$ cat config.mk
export PLATFORM = sky130hd
export DESIGN_NAME = bounded_integer_set_table
export DESIGN_NICKNAME = d
export VERILOG_FILES = /design/src/rtl/core/bist_pkg.sv /design/src/rtl/core/bounded_integer_set_table.sv
export SDC_FILE = /design/constraint.sdc
export NUM_CORES = 1
export LEC_CHECK = 0
export BUFFER_PORTS_ARGS = -buffer_cell sky130_fd_sc_hd__buf_4
export CORE_ASPECT_RATIO = 1.4
export CORE_MARGIN = 2
export CORE_UTILIZATION = 60
export DETAILED_ROUTE_END_ITERATION = 16
export GPL_ROUTABILITY_DRIVEN = 0
export PLACE_DENSITY = 0.79
export SYNTH_ARGS = -nofsm -noshare
export SYNTH_HDL_FRONTEND = slang
export SYNTH_SLANG_ARGS = --single-unit
$ cat constraint.sdc
create_clock -name clk -period 8.4 [get_ports clk]
set_clock_uncertainty 0.2 [all_clocks]
set_input_delay 0.42 -clock clk [delete_from_list [all_inputs] [get_ports clk]]
set_output_delay 0.42 -clock clk [all_outputs]
set_load 0.005 [all_outputs]
$ cat src/rtl/core/bist_pkg.sv
// ----------------------------------------------------------------------------
// bist_pkg
// Shared types and constants for the bounded integer set table.
// ----------------------------------------------------------------------------
package bist_pkg;

	localparam int CAPACITY = 16;
	localparam int IDX_W    = $clog2(CAPACITY);
	localparam int CNT_W    = $clog2(CAPACITY + 1);
	localparam int KEY_W    = 32;

	typedef enum logic [1:0] {
		OP_INSERT = 2'd0,
		OP_REMOVE = 2'd1,
		OP_LIST   = 2'd2
	} op_t;

	typedef enum logic [2:0] {
		ST_INSERTED  = 3'd0,
		ST_DUPLICATE = 3'd1,
		ST_FULL      = 3'd2,
		ST_REMOVED   = 3'd3,
		ST_NOTFOUND  = 3'd4,
		ST_LISTED    = 3'd5,
		ST_EMPTY     = 3'd6
	} status_t;

	typedef enum logic [2:0] {
		S_IDLE,
		S_SCAN,
		S_SHIFT,
		S_LIST,
		S_DONE
	} state_t;

endpackage

$ cat src/rtl/core/bounded_integer_set_table.sv
// ----------------------------------------------------------------------------
// bounded_integer_set_table
// Set of signed 32-bit keys in a single-port-read, single-port-write table,
// kept in insertion order; insert, remove with gap closing, and list.
// ----------------------------------------------------------------------------
//  channel | signals                                 | transfer when
//  --------+-----------------------------------------+----------------------
//  input   | in_valid in_ready op key                | in_valid & in_ready
//  output  | out_valid out_ready status key_out last | out_valid & out_ready
//
// insert/remove: scan reads one table entry per cycle (registered read), a
// remove then shifts later keys down, and the result is posted from the done
// state. list: one key per cycle while the output is not stalled.
// an unused op code is taken and gives no result.
// the output register lets a new item enter while a result still waits, so a
// stalled output holds up only a list or the next item's final result.
// reset clears the entry count; the table contents need no clearing.
// ----------------------------------------------------------------------------
module bounded_integer_set_table
	import bist_pkg::*;
(
	input  logic                    clk,
	input  logic                    arst_n,
	input  logic                    in_valid,
	output logic                    in_ready,
	input  logic [1:0]              op,
	input  logic signed [KEY_W-1:0] key,
	output logic                    out_valid,
	input  logic                    out_ready,
	output logic [2:0]              status,
	output logic signed [KEY_W-1:0] key_out,
	output logic                    last
);

	logic [KEY_W-1:0] mem [CAPACITY];

	state_t           state_q, state_d;
	op_t              op_q;
	logic [KEY_W-1:0] key_q;
	logic [CNT_W-1:0] count_q, count_d;
	logic [CNT_W-1:0] rd_q, rd_d;
	status_t          res_q, res_d;

	logic             rvalid_s1, rvalid_d;
	logic [IDX_W-1:0] ridx_s1;
	logic [KEY_W-1:0] rdata_s1;

	logic             out_valid_q;
	status_t          status_q;
	logic [KEY_W-1:0] key_out_q;
	logic             last_q;

	logic             rd_en;
	logic [CNT_W-1:0] rd_addr;
	logic             mem_we;
	logic [IDX_W-1:0] mem_waddr;
	logic [KEY_W-1:0] mem_wdata;
	logic             out_load;
	status_t          ld_status;
	logic [KEY_W-1:0] ld_key;
	logic             ld_last;
	logic             emit;
	logic             match;
	logic             at_end;
	logic             out_free;
	logic [CNT_W-1:0] last_idx;

	// datapath control
	always_comb begin
		last_idx  = count_q - 1'b1;
		match     = rvalid_s1 && (rdata_s1 == key_q);
		at_end    = rvalid_s1 && (ridx_s1 == last_idx[IDX_W-1:0]);
		out_free  = !out_valid_q || out_ready;
		in_ready  = (state_q == S_IDLE);
		rd_en     = 1'b0;
		rd_addr   = rd_q;
		mem_we    = 1'b0;
		mem_waddr = ridx_s1 - 1'b1;
		mem_wdata = rdata_s1;
		out_load  = 1'b0;
		ld_status = res_q;
		ld_key    = key_q;
		ld_last   = 1'b1;
		emit      = 1'b0;
		rvalid_d  = 1'b0;
		unique case (state_q)
			S_SCAN: begin
				rd_en    = !match && !at_end && (rd_q < count_q);
				rvalid_d = rd_en;
			end
			S_SHIFT: begin
				rd_en    = rd_q < count_q;
				rvalid_d = rd_en;
				// entry i+1 moves down to i
				mem_we   = rvalid_s1;
			end
			S_LIST: begin
				emit      = rvalid_s1 && out_free;
				rd_en     = (rd_q != '0) && (!rvalid_s1 || emit);
				rd_addr   = rd_q - 1'b1;
				rvalid_d  = rd_en ? 1'b1 : (emit ? 1'b0 : rvalid_s1);
				out_load  = emit;
				ld_status = ST_LISTED;
				ld_key    = rdata_s1;
				ld_last   = (ridx_s1 == '0);
			end
			S_DONE: begin
				out_load = out_free;
				if (res_q == ST_EMPTY) begin
					ld_key = '0;
				end
				if (out_free && res_q == ST_INSERTED) begin
					mem_we    = 1'b1;
					mem_waddr = count_q[IDX_W-1:0];
					mem_wdata = key_q;
				end
			end
			default: begin
			end
		endcase
	end

	// next state
	always_comb begin
		state_d = state_q;
		rd_d    = rd_q;
		res_d   = res_q;
		count_d = count_q;
		if (rd_en) begin
			rd_d = (state_q == S_LIST) ? rd_q - 1'b1 : rd_q + 1'b1;
		end
		unique case (state_q)
			S_IDLE: begin
				if (in_valid) begin
					unique case (op)
						OP_INSERT, OP_REMOVE: begin
							if (count_q == '0) begin
								res_d   = (op == OP_INSERT) ? ST_INSERTED : ST_NOTFOUND;
								state_d = S_DONE;
							end else begin
								rd_d    = '0;
								state_d = S_SCAN;
							end
						end
						OP_LIST: begin
							if (count_q == '0) begin
								res_d   = ST_EMPTY;
								state_d = S_DONE;
							end else begin
								rd_d    = count_q;
								state_d = S_LIST;
							end
						end
						default: begin
						end
					endcase
				end
			end
			S_SCAN: begin
				if (match) begin
					if (op_q == OP_INSERT) begin
						res_d   = ST_DUPLICATE;
						state_d = S_DONE;
					end else if (at_end) begin
						res_d   = ST_REMOVED;
						state_d = S_DONE;
					end else begin
						rd_d    = CNT_W'(ridx_s1) + 1'b1;
						state_d = S_SHIFT;
					end
				end else if (at_end) begin
					if (op_q == OP_INSERT) begin
						res_d = (count_q == CNT_W'(CAPACITY)) ? ST_FULL : ST_INSERTED;
					end else begin
						res_d = ST_NOTFOUND;
					end
					state_d = S_DONE;
				end
			end
			S_SHIFT: begin
				if (at_end) begin
					res_d   = ST_REMOVED;
					state_d = S_DONE;
				end
			end
			S_LIST: begin
				if (emit && ridx_s1 == '0) begin
					state_d = S_IDLE;
				end
			end
			S_DONE: begin
				if (out_free) begin
					state_d = S_IDLE;
					if (res_q == ST_INSERTED) begin
						count_d = count_q + 1'b1;
					end else if (res_q == ST_REMOVED) begin
						count_d = count_q - 1'b1;
					end
				end
			end
			default: begin
				state_d = S_IDLE;
			end
		endcase
	end

	always_ff @(posedge clk or negedge arst_n) begin
		if (!arst_n) begin
			state_q     <= S_IDLE;
			count_q     <= '0;
			rd_q        <= '0;
			res_q       <= ST_INSERTED;
			rvalid_s1   <= 1'b0;
			out_valid_q <= 1'b0;
		end else begin
			state_q     <= state_d;
			count_q     <= count_d;
			rd_q        <= rd_d;
			res_q       <= res_d;
			rvalid_s1   <= rvalid_d;
			out_valid_q <= out_load ? 1'b1 : (out_ready ? 1'b0 : out_valid_q);
		end
	end

	always_ff @(posedge clk) begin
		if (in_valid && in_ready) begin
			op_q  <= op_t'(op);
			key_q <= key;
		end
		if (out_load) begin
			status_q  <= ld_status;
			key_out_q <= ld_key;
			last_q    <= ld_last;
		end
	end

	// key table; reads and writes never touch the same entry in one cycle
	always_ff @(posedge clk) begin
		if (mem_we) begin
			mem[mem_waddr] <= mem_wdata;
		end
		if (rd_en) begin
			rdata_s1 <= mem[rd_addr[IDX_W-1:0]];
			ridx_s1  <= rd_addr[IDX_W-1:0];
		end
	end

	assign out_valid = out_valid_q;
	assign status    = status_q;
	assign key_out   = key_out_q;
	assign last      = last_q;

endmodule

Word level (Yosys, flattened, before mapping):

Memory sizes are Yosys's and may differ from the RTL's. A register that Yosys moved wholly into a read port is not among the register bits.
Cells that the tools add are included.

* logic and storage cells: 122
* memories kept: 1
* RAM bits: 512
* bits in registers: 92

* add/subtract/negate cells: 6
* equal/unequal tests: 19
* reductions and logical operators: 29
* multiplexer cells: 54
* order comparisons: 1

Memories
* mem: words 16, width 32, rd ports 1, clocked after memory_dff 1, wr ports 1, line bounded_integer_set_table.sv:35 `logic [KEY_W-1:0] mem [CAPACITY];`

Operators by type and width (count)
* two-way mux 32 bit: 3
* case mux 32 bit (2 select lines): 1
* two-way mux 3 bit: 18
* two-way mux 5 bit: 10
* equality test 32 bit: 1
* case mux 5 bit (2 select lines): 2
* case mux 3 bit (5 select lines): 1
* two-way mux 4 bit: 3
* != test 3 bit, second input constant: 4
* case mux 3 bit (2 select lines): 2
* adder 5 x 1 -> 5 bit, second input constant: 2
* subtractor 5 x 1 -> 5 bit, second input constant: 2
* equality test 3 x 2 -> 1 bit, second input constant: 3
* logical AND 1 bit: 9
* case mux 3 bit (3 select lines): 1
* two-way mux 1 bit: 8
* equality test 3 bit, second input constant: 2
* zero test 3 bit: 2
* case mux 1 bit (3 select lines): 2
* AND reduction 6 bit: 1
* adder 4 x 1 -> 5 bit, second input constant: 1
* equality test 5 bit, second input constant: 1
* zero test 5 bit: 1
* less-than comparator 5 bit: 1
* 20 further kinds: 28

Depth between registers and ports, before layout:

* word-level depth: 12
* depth in mapped cells: 11
* depth with buffers taken out: 9

Worst setup path after synthesis:

OpenSTA, ideal clock, no wires.

* path type: flip-flop to flip-flop
* from: register res_q[1]
* to: memory mem[0][0], enable pin
* slack: 4728 ps
* library setup time: 421 ps
* required time: 7779 ps
* clock period less this slack: 3672 ps
* cell stages (with the launch flop): 7
* path buffers: 2
* arrival time: 3051 ps
* cell sequence: dfrtp_1 -> clkbuf_1 -> nor3_1 -> nand4_1 -> clkbuf_1 -> o32a_1 -> nor2_1

* longest elaborated chain between the ends: 6
* elaborated cells on any way between the ends: 8

Ends and longest elaborated chain
* from (decl): line bounded_integer_set_table.sv:42 `status_t res_q, res_d;`
* from (signal assigned): line bounded_integer_set_table.sv:219 `res_q <= res_d;`
* zero test 3 bit *: line bounded_integer_set_table.sv:112 `if (out_free && res_q == ST_INSERTED) begin`
* logical AND 1 bit *: line bounded_integer_set_table.sv:112
* two-way mux 1 bit: line bounded_integer_set_table.sv:112
* case mux 1 bit (2 select lines): line bounded_integer_set_table.sv:86 `unique case (state_q)`
* two-way mux 1 bit: line bounded_integer_set_table.sv:239 `if (mem_we) begin`
* two-way mux 1 bit (not written as such): line bounded_integer_set_table.sv:240 `mem[mem_waddr] <= mem_wdata;`
* to (decl): line bounded_integer_set_table.sv:35

Mark *: on every way between the ends. The rest lies on a longest branch, timed or not.

Final worst setup path:

* from: register res_q[1]
* to: memory mem[0][19], enable pin

Same word-level chain as after synthesis.

==> flow_summary.json <==
{
  "overflow": 0,
  "synth_cells": 1382,
  "syn_area_um2": 25600,
  "maxCapViolCount": 0,
  "h-tree-depth": 2,
  "syn_avg_cell_area_um2": 18.5,
  "switching_share": 0.191,
  "drt-wirelength-per-cell_um": 29.8,
  "dieWidth_um": 179,
  "postCtsResizedCells": 0,
  "final_core_util": 0.694,
  "yosysSeqAreaShare": 0.743,
  "finalHoldViolations": 0,
  "port_buffers": 75,
  "fin_crit_ns": 5.00,
  "hpwl_um": 33400,
  "max_freq_mhz": 200,
  "grt_usage": 0.292,
  "nets": 1560,
  "yosysWarnings": 0,
  "clockBufferDepth": 3,
  "grt_max_degree": 86,
  "finalSetupViolations": 0,
  "drc": 0,
  "fin_cells": 2099,
  "clock-root-buffer": "clkbuf_16",
  "path_buf_inv": 2,
  "dr.pass1.iters": 6,
  "p_seq_frac": 0.560,
  "crit_arrival_ns": 5.07,
  "grt_pass1_wl_um": 92400,
  "antenna_found_initial": 0,
  "yosys_most_used_dff": "edfxtp_1",
  "ff2ff_path_depth": 8,
  "clk_transition_reported_paths_ns": 0.07,
  "ys_ff_latch": 636,
  "numCtsBuffers": 56,
  "synth_top_cell_by_area": "edfxtp_1",
  "worst_ep_required_time_ns": 8.47,
  "dieHeight_um": 248,
  "n_fill_cell": 2523,
  "antenna_cells": 0,
  "p_sw_w": 0.00117,
  "worstSetupPathType": "reg -> reg",
  "yosys.area.top_type_share": 0.725,
  "drt_iter0_drc": 1763,
  "dp_cells": 1960,
  "cts_tree": "done",
  "cts.hold.buffers_added": 37,
  "worstMarginPinSlew_ns": 1.24,
  "slew_headroom": 0.173,
  "p_per_area_nw_per_um2": 209,
  "dieArea_um2": 44300,
  "path_depth": 8,
  "synth.area.top_cells": "edfxtp_1 73%, mux4_2 11%, nand2_1 2.3%",
  "async_flop_share": 0.0283,
  "hp-class": "in -> async",
  "placementRows": 89,
  "internal_power_w": 0.00496,
  "clkSinkCount": 636,
  "critPathLaunchType": "flop",
  "drive_above_1_share": 0.250,
  "initial_core_util": 0.608,
  "synth_enable_flop_cells": 618,
  "crit_path_end_kind": "flop",
  "area_delta_synth_final_pct": 14.2,
  "cts_setup_buffers": 0,
  "outcome": "complete, no violations",
  "combPwrFrac": 0.005,
  "crit_fanout": 29,
  "final_antenna_net_count": 0,
  "vias": 14100,
  "yosysUniqueCellTypes": 60,
  "fin_setup_tns_ns": 0,
  "slowest_delay_ns": 1.07,
  "rsz0062_at_grt": "no",
  "grt_pass1_vias": 14300,
  "slew_viol_final": 0,
  "cpLargestDelayFamily": "simple AND/OR/NAND/NOR gates",
  "worstPathCellList": "nor3_1 -> nand4_1 -> buf_4 -> nor2_1 -> a21o_1 -> nand2_1 -> nor2_4 -> buf_4",
  "clkLatencyLatePin_ns": 0.61,
  "vias_per_cell": 6.71,
  "ir_drop_mv": 0.174,
  "crit_slowest_cell": "nand4_1",
  "clockPowerShare": 0.435,
  "worst_path_most_repeated_cell": "buf_4",
  "period_share": 0.595,
  "p_leak_nw": 9.06,
  "routed_wl_um": 62600,
  "synth_nets": 1433,
  "ios": 76,
  "core-area_um2": 42100
}
## area by class of cell
class / count / area, um2 / area share
multi-input cells: 648 / 6370 / 0.218
flip-flops and latches: 636 / 19000 / 0.650
repair buffers: 141 / 1160 / 0.0398
clock inverters: 44 / 495 / 0.0170
clock buffers: 58 / 1410 / 0.0482
inverters: 26 / 97.6 / 0.00334
well taps: 546 / 683 / 0.0234
## placed cells by master, fill, tap and decap left out, types with 6 or more instances in the layout
cell and count:
bufinv_16 9, and3_1 36, o21ai_0 18, dlygate4sd3_1 37, nor2_4 17, a31oi_1 37, clkinvlp_4 6, clkinv_1 12
nand2_1 158, buf_4 103, dfrtp_1 18, ha_1 12, inv_1 22, clkinv_2 7, nor3_1 13, inv_6 6
mux4_2 128, clkbuf_16 56, nand2b_1 6, nor2_1 18, nand3_1 12, nand4_1 6, xor2_1 21, mux2_2 33
a211oi_1 6, a21oi_1 10, xnor2_1 26, edfxtp_1 618, a22o_1 31
## cells by family (layout without fill, tap and decap cells)
| family | after synthesis | after routing | synth area share |
|---|---|---|---|
| mux | 163 | 163 | 0.128 |
| compound gates | 129 | 129 | 0.0358 |
| xor+xnor | 49 | 49 | 0.0168 |
| flops | 636 | 636 | 0.743 |
| simple gates | 294 | 294 | 0.0551 |
| fa+ha+maj | 13 | 13 | 0.00636 |
| buf+inv | 98 | 269 | 0.0153 |
## registers in the layout (all words and copies together) (netlist names)
register and count:
key_q 32, rd_q 5, rvalid_s1 1, op_q 2, count_q 5, res_q 3, status 3, state_q 3
ridx_s1 4, key_out 32, out_valid 1, mem 512, rdata_s1 32, last 1
## path summary, 6_finish.rpt
check | start | to | slack, ns
hold / removal | arst_n | state_q[2] | 0.04
max in group asynchronous | arst_n | rd_q[3] | 7.74
min in group clk | key[23] | key_q[23] | 0.34
setup reg to reg | res_q[1] | mem[0][19] | 3.40
hold reg to reg | count_q[4] | count_q[4] | 0.41
setup / recovery | res_q[1] | mem[0][19] | 3.40
## worst register-to-register path, delay by kind of cell (launching register included)
kind	cells	cell delay [ns]
flip-flops	1	0.49
buffers and inverters	2	1.13
AO/OA/AOI/OAI	1	0.13
AND/OR/NAND/NOR	5	2.73
## layer usage
metal	vias to the layer above	part of all wire	routed length, um	global-route usage
met1	7209	0.36	22200	0.382
met5	-	0	0	0
met3	200	0.093	5840	0.0491
met4	0	0.048	3000	0.133
met2	890	0.50	31500	0.485
li1	5779	-	-	-
## power groups by stage
stage,clock network (W),logic (W),registers [W]
floorplan,0,0.000000645,0.00350
global placement,0,0.0000166,0.00350
detailed placement,0,0.0000171,0.00350
CTS,0.00269,0.0000313,0.00343
global route,0.00280,0.0000339,0.00342
finish,0.00266,0.0000316,0.00343
## cells in the mapped netlist (18+ instances only)
cell type / instances
edfxtp_1: 618
nand2_1: 158
mux4_2: 128
clkbuf_1: 51
a31oi_1: 37
and3_1: 36
nor2_1: 35
mux2_2: 33
a22o_1: 31
xnor2_1: 28
inv_1: 25
xor2_1: 21
o21ai_0: 19
dfrtp_1: 18
## through the flow
step,power [W],instance area (um2),hold WS (ns),setup WS [ns]
floorplan,0.00350,25600,-0.0756,4.73
global placement,0.00351,27000,0.112,3.65
detailed placement,0.00351,27000,0.115,3.51
CTS,0.00615,29200,0.0327,3.49
global route,0.00625,29200,0.0641,3.19
finish,0.00612,29200,0.0417,3.40
No activity file was read; power rests on OpenSTA's default activity.
